==> src/hdl/csfw_pkg.sv <==
// ----------------------------------------------------------------------------
// csfw_pkg
// Types and codes shared by the counting semaphore with a waiter queue.
// ----------------------------------------------------------------------------
package csfw_pkg;

  localparam logic [1:0] FN_TRY = 2'd0;
  localparam logic [1:0] FN_ACQ = 2'd1;
  localparam logic [1:0] FN_REL = 2'd2;

  localparam logic [2:0] ST_GRANTED   = 3'd0;
  localparam logic [2:0] ST_REFUSED   = 3'd1;
  localparam logic [2:0] ST_QUEUED    = 3'd2;
  localparam logic [2:0] ST_PASSED    = 3'd3;
  localparam logic [2:0] ST_RELEASED  = 3'd4;
  localparam logic [2:0] ST_FULL      = 3'd5;
  localparam logic [2:0] ST_UNDERFLOW = 3'd6;

  typedef struct packed {
    logic [1:0]  func;
    logic [7:0]  requester_id;
    logic [15:0] requester_tag;
  } req_t;

  typedef struct packed {
    logic [2:0]  status;
    logic        notify_valid;
    logic [7:0]  notify_id;
    logic [15:0] notify_tag;
    logic [7:0]  holders_now;
  } rsp_t;

  typedef struct packed {
    logic [7:0]  id;
    logic [15:0] tag;
  } waiter_t;

  typedef struct packed {
    logic capture;
    logic commit;
  } ctl_cmd_t;

  typedef struct packed {
    logic rsp_free;
  } dp_stat_t;

endpackage

==> src/hdl/csfw_ctrl.sv <==
// ----------------------------------------------------------------------------
// csfw_ctrl
// Sequencer that captures one request and commits it to the datapath.
// ----------------------------------------------------------------------------
module csfw_ctrl (
  input  logic               clk,
  input  logic               rst,
  input  logic               req_valid,
  output logic               req_ready,
  input  csfw_pkg::dp_stat_t stat,
  output csfw_pkg::ctl_cmd_t cmd
);
  import csfw_pkg::*;

  typedef enum logic [1:0] {
    S_IDLE = 2'b01,
    S_EXEC = 2'b10
  } state_t;

  state_t state;
  state_t state_next;

  always_ff @(posedge clk) begin
    if (rst) begin
      state <= S_IDLE;
    end else begin
      state <= state_next;
    end
  end

  always_comb begin
    state_next  = state;
    req_ready   = 1'b0;
    cmd.capture = 1'b0;
    cmd.commit  = 1'b0;
    unique case (state)
      S_IDLE: begin
        req_ready   = 1'b1;
        cmd.capture = req_valid;
        if (req_valid) begin
          state_next = S_EXEC;
        end
      end
      S_EXEC: begin
        cmd.commit = stat.rsp_free;
        if (stat.rsp_free) begin
          state_next = S_IDLE;
        end
      end
      default: begin
        state_next = S_IDLE;
      end
    endcase
  end

endmodule

==> src/hdl/csfw_dpath.sv <==
// ----------------------------------------------------------------------------
// csfw_dpath
// Holder counter, waiter queue memory and result register.
// ----------------------------------------------------------------------------
module csfw_dpath #(
  parameter int WAIT_DEPTH = 16
) (
  input  logic               clk,
  input  logic               rst,
  input  logic               cfg_we,
  input  logic [7:0]         cfg_wdata,
  input  csfw_pkg::req_t     req,
  input  csfw_pkg::ctl_cmd_t cmd,
  output csfw_pkg::dp_stat_t stat,
  output logic               rsp_valid,
  input  logic               rsp_ready,
  output csfw_pkg::rsp_t     rsp
);
  import csfw_pkg::*;

  localparam int PTR_W  = (WAIT_DEPTH > 1) ? $clog2(WAIT_DEPTH) : 1;
  localparam int FILL_W = $clog2(WAIT_DEPTH + 1);
  localparam logic [PTR_W-1:0]  PTR_LAST  = PTR_W'(WAIT_DEPTH - 1);
  localparam logic [FILL_W-1:0] FILL_FULL = FILL_W'(WAIT_DEPTH);

  logic [7:0]        max_holders;
  logic [7:0]        holder_count;
  logic [7:0]        holder_count_next;
  logic [PTR_W-1:0]  wait_head;
  logic [PTR_W-1:0]  wait_tail;
  logic [FILL_W-1:0] wait_fill;
  waiter_t           mem [WAIT_DEPTH];
  waiter_t           head_entry;
  req_t              op;
  rsp_t              rsp_next;
  logic              push;
  logic              pop;
  logic              slot_free;

  assign stat.rsp_free = !rsp_valid || rsp_ready;
  assign slot_free     = holder_count < max_holders;

  always_comb begin
    rsp_next          = '0;
    rsp_next.status   = ST_REFUSED;
    holder_count_next = holder_count;
    push              = 1'b0;
    pop               = 1'b0;
    unique case (op.func)
      FN_TRY: begin
        if (slot_free) begin
          holder_count_next = holder_count + 8'd1;
          rsp_next.status   = ST_GRANTED;
        end
      end
      FN_ACQ: begin
        if (slot_free) begin
          holder_count_next     = holder_count + 8'd1;
          rsp_next.status       = ST_GRANTED;
          rsp_next.notify_valid = 1'b1;
          rsp_next.notify_id    = op.requester_id;
          rsp_next.notify_tag   = op.requester_tag;
        end else if (wait_fill == FILL_FULL) begin
          rsp_next.status = ST_FULL;
        end else begin
          push            = 1'b1;
          rsp_next.status = ST_QUEUED;
        end
      end
      FN_REL: begin
        if (holder_count == 8'd0) begin
          rsp_next.status = ST_UNDERFLOW;
        end else if (holder_count <= max_holders && wait_fill != '0) begin
          pop                   = 1'b1;
          rsp_next.status       = ST_PASSED;
          rsp_next.notify_valid = 1'b1;
          rsp_next.notify_id    = head_entry.id;
          rsp_next.notify_tag   = head_entry.tag;
        end else begin
          holder_count_next = holder_count - 8'd1;
          rsp_next.status   = ST_RELEASED;
        end
      end
      default: begin
        rsp_next.status = ST_REFUSED;
      end
    endcase
    rsp_next.holders_now = holder_count_next;
  end

  always_ff @(posedge clk) begin
    if (cmd.capture) begin
      op <= req;
    end
    if (cmd.commit) begin
      rsp <= rsp_next;
    end
  end

  always_ff @(posedge clk) begin
    if (cmd.commit && push) begin
      mem[wait_tail] <= '{id: op.requester_id, tag: op.requester_tag};
    end
    head_entry <= mem[wait_head];
  end

  always_ff @(posedge clk) begin
    if (rst) begin
      max_holders  <= 8'd1;
      holder_count <= '0;
      wait_head    <= '0;
      wait_tail    <= '0;
      wait_fill    <= '0;
      rsp_valid    <= 1'b0;
    end else begin
      if (cfg_we) begin
        max_holders <= cfg_wdata;
      end
      if (cmd.commit) begin
        holder_count <= holder_count_next;
        rsp_valid    <= 1'b1;
        if (push) begin
          wait_tail <= (wait_tail == PTR_LAST) ? '0 : wait_tail + 1'b1;
          wait_fill <= wait_fill + 1'b1;
        end
        if (pop) begin
          wait_head <= (wait_head == PTR_LAST) ? '0 : wait_head + 1'b1;
          wait_fill <= wait_fill - 1'b1;
        end
      end else if (rsp_ready) begin
        rsp_valid <= 1'b0;
      end
    end
  end

endmodule

==> src/hdl/counting_semaphore_fifo_waiters_core.sv <==
// ----------------------------------------------------------------------------
// counting_semaphore_fifo_waiters_core
// Counting semaphore with a bounded holder count and a FIFO of waiters.
// ----------------------------------------------------------------------------
// Channel  Direction  Handshake              Payload
// req      in         req_valid / req_ready  csfw_pkg::req_t
// rsp      out        rsp_valid / rsp_ready  csfw_pkg::rsp_t
// cfg      in         cfg_we                 cfg_wdata (max_holders)
//
// Each transaction is captured in one state and committed in the next,
// the commit giving the registered waiter queue memory time to present the
// oldest waiter. Reset is synchronous and needs no clearing pass. A result
// waits in the output register while the next transaction is captured; the
// commit stalls only while that register is still held by rsp_ready low.
// ----------------------------------------------------------------------------
module counting_semaphore_fifo_waiters_core #(
  parameter int WAIT_DEPTH = 16
) (
  input  logic           clk,
  input  logic           rst,
  input  logic           cfg_we,
  input  logic [7:0]     cfg_wdata,
  input  logic           req_valid,
  output logic           req_ready,
  input  csfw_pkg::req_t req,
  output logic           rsp_valid,
  input  logic           rsp_ready,
  output csfw_pkg::rsp_t rsp
);
  import csfw_pkg::*;

  ctl_cmd_t cmd;
  dp_stat_t stat;

  csfw_ctrl u_ctrl (
    .clk       (clk),
    .rst       (rst),
    .req_valid (req_valid),
    .req_ready (req_ready),
    .stat      (stat),
    .cmd       (cmd)
  );

  csfw_dpath #(
    .WAIT_DEPTH (WAIT_DEPTH)
  ) u_dpath (
    .clk       (clk),
    .rst       (rst),
    .cfg_we    (cfg_we),
    .cfg_wdata (cfg_wdata),
    .req       (req),
    .cmd       (cmd),
    .stat      (stat),
    .rsp_valid (rsp_valid),
    .rsp_ready (rsp_ready),
    .rsp       (rsp)
  );

endmodule

==> config.mk <==
export PLATFORM = sky130hd
export DESIGN_NAME = counting_semaphore_fifo_waiters_core
export DESIGN_NICKNAME = d
export VERILOG_FILES = /design/src/hdl/csfw_pkg.sv /design/src/hdl/csfw_ctrl.sv /design/src/hdl/csfw_dpath.sv /design/src/hdl/counting_semaphore_fifo_waiters_core.sv
export SDC_FILE = /design/constraint.sdc
export NUM_CORES = 1
export LEC_CHECK = 0
export ABC_CLOCK_PERIOD_IN_PS = 7800
export BUFFER_PORTS_ARGS = -buffer_cell sky130_fd_sc_hd__buf_4
export CAP_MARGIN = 5
export CORE_ASPECT_RATIO = 0.7
export CORE_UTILIZATION = 55
export CTS_BUF_LIST = sky130_fd_sc_hd__clkbuf_4
export DETAILED_ROUTE_END_ITERATION = 7
export PLACE_DENSITY = 0.75
export SETUP_SLACK_MARGIN = 0.02
export SLEW_MARGIN = 20
export SYNTH_ARGS = -nofsm -noshare
export SYNTH_HDL_FRONTEND = slang
export SYNTH_SLANG_ARGS = --single-unit
==> constraint.sdc <==
create_clock -name clk -period 7.8 [get_ports clk]
set_input_delay 0.39 -clock clk [delete_from_list [all_inputs] [get_ports clk]]
set_output_delay 0.39 -clock clk [all_outputs]
set_load 0.01 [all_outputs]
==> insert_results.sql <==
INSERT INTO impl_metrics (metric_group, metric, value, unit) VALUES
('timing', 'setup_viol', '0', ''),
('worst_setup_path', 'timing.critical_path.arrival', '4.93', 'ns'),
('worst_hold_path', 'whs_endpoint', 'u_dpath.op[7]', ''),
('finish', 'stdcell_count', '1790', ''),
('timing', 'period_needed', '4.241', 'ns'),
('power_and_ir_drop', 'internal_power', '4109', 'uW'),
('floorplanning', 'die_area', '36560', 'um2'),
('routing', 'drtAntennaViolNets', '0', ''),
('synth', 'ys_seq_area_frac', '0.7374', ''),
('power_and_ir_drop', 'logic_gate_share_of_total_power', '0.024', ''),
('global_routing', 'maximum_number_of_pins_on_one_net_before_global_route_repair', '65', ''),
('synth', 'syn-cell-area', '19680', 'um2'),
('timing', 'fmaxAchievable', '0.2358', 'GHz'),
('worst_setup_path', 'setup.worst_path.start_class', 'register', ''),
('power_and_ir_drop', 'pwr-share-seq', '0.570', ''),
('cts', 'htree_num_levels', '3', ''),
('global_routing', 'via_count_of_the_first_global_routing_pass', '10766', ''),
('worst_setup_path', 'setup.worst_path.class', 'reg -> reg', ''),
('floorplanning', 'fp-row-count', '57', ''),
('floorplanning', 'initial_core_util', '0.5633', ''),
('cts', 'cts.repair_timing.setup_buffer_count', '0', ''),
('power_and_ir_drop', 'power.density_cell_area', '228.3', 'nW/um2'),
('power_and_ir_drop', 'sw_frac_of_total', '0.2147', ''),
('worst_setup_path', 'r2r-start', 'u_dpath.holder_count[3]', ''),
('timing', 'timing_worst_slew_pin_value', '1.120', 'ns'),
('synth', 'synth_warnings', '0', ''),
('finish', 'layout_commonest_cell', 'sky130_fd_sc_hd__edfxtp_1', ''),
('timing', 'hold_viol_final', '0', ''),
('worst_setup_path', 'cp.required', '8.49', 'ns'),
('synth', 'ys_dominant_reg_cell', 'sky130_fd_sc_hd__edfxtp_1', ''),
('global_routing', 'grt_antenna_before_repair', '2', ''),
('finish', 'areaGrowthSynthToFinish', '16.42', '%'),
('timing', 'drv_slew', '0', ''),
('routing', 'drc', '0', ''),
('routing', 'drt_pass_1_iters', '5', ''),
('power_and_ir_drop', 'power.share.clock', '0.406', ''),
('placement', 'placement.io_buffers', '76', ''),
('cts', 'postCtsResizedCells', '0', ''),
('routing', 'met1Wirelength', '19220', 'um'),
('worst_setup_path', 'cp_max_fo', '28', ''),
('worst_setup_path', 'worst-r2r-setup-slack', '3.56', 'ns'),
('synth', 'post_synth_edffs', '446', ''),
('timing', 'layout_worst_path_cycle_share', '0.5437', ''),
('timing', 'final.setup_skew', '0.05628', 'ns'),
('power_and_ir_drop', 'irDropWorstVdd', '0.1669', 'mV'),
('worst_hold_path', 'hold_path_startpoint', 'req[7]', ''),
('routing', 'route.met3.wl', '3447', 'um'),
('global_routing', 'global_route_total_overflow', '0', ''),
('cts', 'cts_root_buffer', 'sky130_fd_sc_hd__clkbuf_4', ''),
('placement', 'post-dp-hpwl', '24230', 'um'),
('routing', 'route.met2.wl', '20050', 'um'),
('worst_setup_path', 'reg2reg_to', 'u_dpath.wait_fill[4]', ''),
('cts', 'holdBufCountCts', '52', ''),
('routing', 'route.vias.total', '10634', ''),
('cts', 'cts_inserted_buffers', '113', ''),
('routing', 'highest_layer', 'met4', ''),
('floorplanning', 'fp.dieH', '160.3', 'um'),
('worst_setup_path', 'crit_path_end_kind', 'register', ''),
('routing', 'routed_wl', '43720', 'um'),
('outcome', 'run_status', 'finished, final reports clean', ''),
('timing', 'totalNegativeSetupSlack', '0', 'ns'),
('run', 'maxCapViolations', '0', ''),
('routing', 'drtIter0Drc', '1132', ''),
('timing', 'unrepaired_setup_endpoints_after_global_routing', 'false', ''),
('cts', 'cts_tree', 'yes', ''),
('worst_hold_path', 'holdCritPathClass', 'in -> reg', ''),
('cts', 'cts_sinks', '502', ''),
('synth', 'mean_area_per_synthesized_cell', '19.72', 'um2'),
('global_routing', 'wire_length_of_the_first_global_routing_pass', '65870', 'um'),
('synth', 'async_flop_share', '0', ''),
('floorplanning', 'die_w', '228.1', 'um');
[per-layer routing]
metal	vias to the layer above	track usage
met1	5448	0.3665
met5	-	0
met4	0	0.08908
met3	92	0.05643
met2	492	0.3602
li1	4602	-
[worst max-delay path: stages, from the launching register on]
cell                      delay [ns]
sky130_fd_sc_hd__dfxtp_1        0.65
sky130_fd_sc_hd__ha_1           0.36
sky130_fd_sc_hd__a21oi_1        0.33
sky130_fd_sc_hd__a211o_1        0.35
sky130_fd_sc_hd__nand2_2        0.18
sky130_fd_sc_hd__nor2_4         0.88
sky130_fd_sc_hd__xor2_1         0.14
sky130_fd_sc_hd__ha_1           0.28
sky130_fd_sc_hd__or3_1          0.31
sky130_fd_sc_hd__a21oi_1        0.13
sky130_fd_sc_hd__and4_1         0.19
sky130_fd_sc_hd__o22ai_1        0.09
sky130_fd_sc_hd__xor2_1         0.16
sky130_fd_sc_hd__nor2_1         0.05
[registers in the layout, summed over array words and instances (netlist names)]
register              cells
u_dpath.mem             384
u_dpath.rsp              36
u_dpath.op               26
u_dpath.head_entry       24
u_dpath.holder_count      8
u_dpath.max_holders       8
u_dpath.wait_fill         5
u_dpath.wait_head         4
u_dpath.wait_tail         4
u_ctrl.state              2
u_dpath.rsp_valid         1
[cells by family after synthesis]
family / Yosys count / share of synthesized area
flops: 502 / 0.7374
fa+ha+maj: 23 / 0.01462
buf+inv: 69 / 0.01506
compound gates: 107 / 0.03941
mux: 133 / 0.1440
xor+xnor: 10 / 0.004449
simple gates: 154 / 0.04513
[per-stage QoR]
step	setup WS, ns	instance area (um2)
after global routing	3.260	22920
after global placement	3.693	20810
after CTS	3.608	22880
final	3.559	22920
after detailed placement	3.635	20810
after floorplan	3.516	19680
[worst max-delay path by stage]
stage,from,end,slack (ns),cells after the start
after floorplan,u_ctrl.state[1],u_dpath.mem[3][0],3.52,8
after global placement,u_dpath.holder_count[3],u_dpath.wait_fill[4],3.69,13
after detailed placement,u_dpath.holder_count[3],u_dpath.wait_fill[4],3.64,13
after CTS,u_dpath.holder_count[3],u_dpath.wait_fill[4],3.61,13
after global routing,u_dpath.holder_count[3],u_dpath.wait_fill[4],3.26,13
final,u_dpath.holder_count[3],u_dpath.wait_fill[4],3.56,13
[final cells by class]
class | count | area, um2
Antenna cell | 2 | 5.005
Tap cell | 472 | 590.6
Sequential cell | 502 | 14520
Fill cell | 2385 | 12030
Clock inverter | 30 | 162.7
Clock buffer | 185 | 1389
Inverter | 20 | 75.07
Timing Repair Buffer | 152 | 1291
Multi-Input combinational cell | 427 | 4880
[synth_stat cells (3+ instances only)]
cell | instances | area share
sky130_fd_sc_hd__o22ai_1 | 4 | 0.0013
sky130_fd_sc_hd__nand2_1 | 20 | 0.0038
sky130_fd_sc_hd__edfxtp_1 | 446 | 0.68
sky130_fd_sc_hd__a31oi_1 | 8 | 0.0025
sky130_fd_sc_hd__o211ai_1 | 4 | 0.0015
sky130_fd_sc_hd__o21ai_0 | 8 | 0.0020
sky130_fd_sc_hd__buf_2 | 17 | 0.0043
sky130_fd_sc_hd__and3_1 | 16 | 0.0051
sky130_fd_sc_hd__or3_1 | 7 | 0.0022
sky130_fd_sc_hd__inv_1 | 20 | 0.0038
sky130_fd_sc_hd__nor3_1 | 11 | 0.0028
sky130_fd_sc_hd__nand2b_1 | 4 | 0.0013
sky130_fd_sc_hd__a22oi_1 | 25 | 0.0095
sky130_fd_sc_hd__nor2b_1 | 30 | 0.0095
sky130_fd_sc_hd__xnor2_1 | 4 | 0.0018
sky130_fd_sc_hd__mux2i_1 | 12 | 0.0061
sky130_fd_sc_hd__nand4_1 | 5 | 0.0016
sky130_fd_sc_hd__xor2_1 | 6 | 0.0027
sky130_fd_sc_hd__a21oi_1 | 25 | 0.0064
sky130_fd_sc_hd__o31ai_1 | 4 | 0.0015
sky130_fd_sc_hd__dfxtp_1 | 56 | 0.057
sky130_fd_sc_hd__clkbuf_1 | 24 | 0.0046
sky130_fd_sc_hd__ha_1 | 23 | 0.015
sky130_fd_sc_hd__buf_1 | 4 | 0.00076
sky130_fd_sc_hd__nand3_1 | 3 | 0.00076
sky130_fd_sc_hd__nor2_1 | 36 | 0.0069
sky130_fd_sc_hd__mux4_2 | 120 | 0.14
sky130_fd_sc_hd__a211o_1 | 3 | 0.0013
[power groups by stage]
stage / Combinational, uW / Sequential [uW] / Clock, uW
after floorplan: 53.7 / 3030 / 0
after global placement: 98.7 / 3040 / 0
after detailed placement: 99.4 / 3040 / 0
after CTS: 122 / 2980 / 2170
after global routing: 131 / 2980 / 2310
final: 124 / 2980 / 2130
No activity file was read; power rests on OpenSTA's default activity.
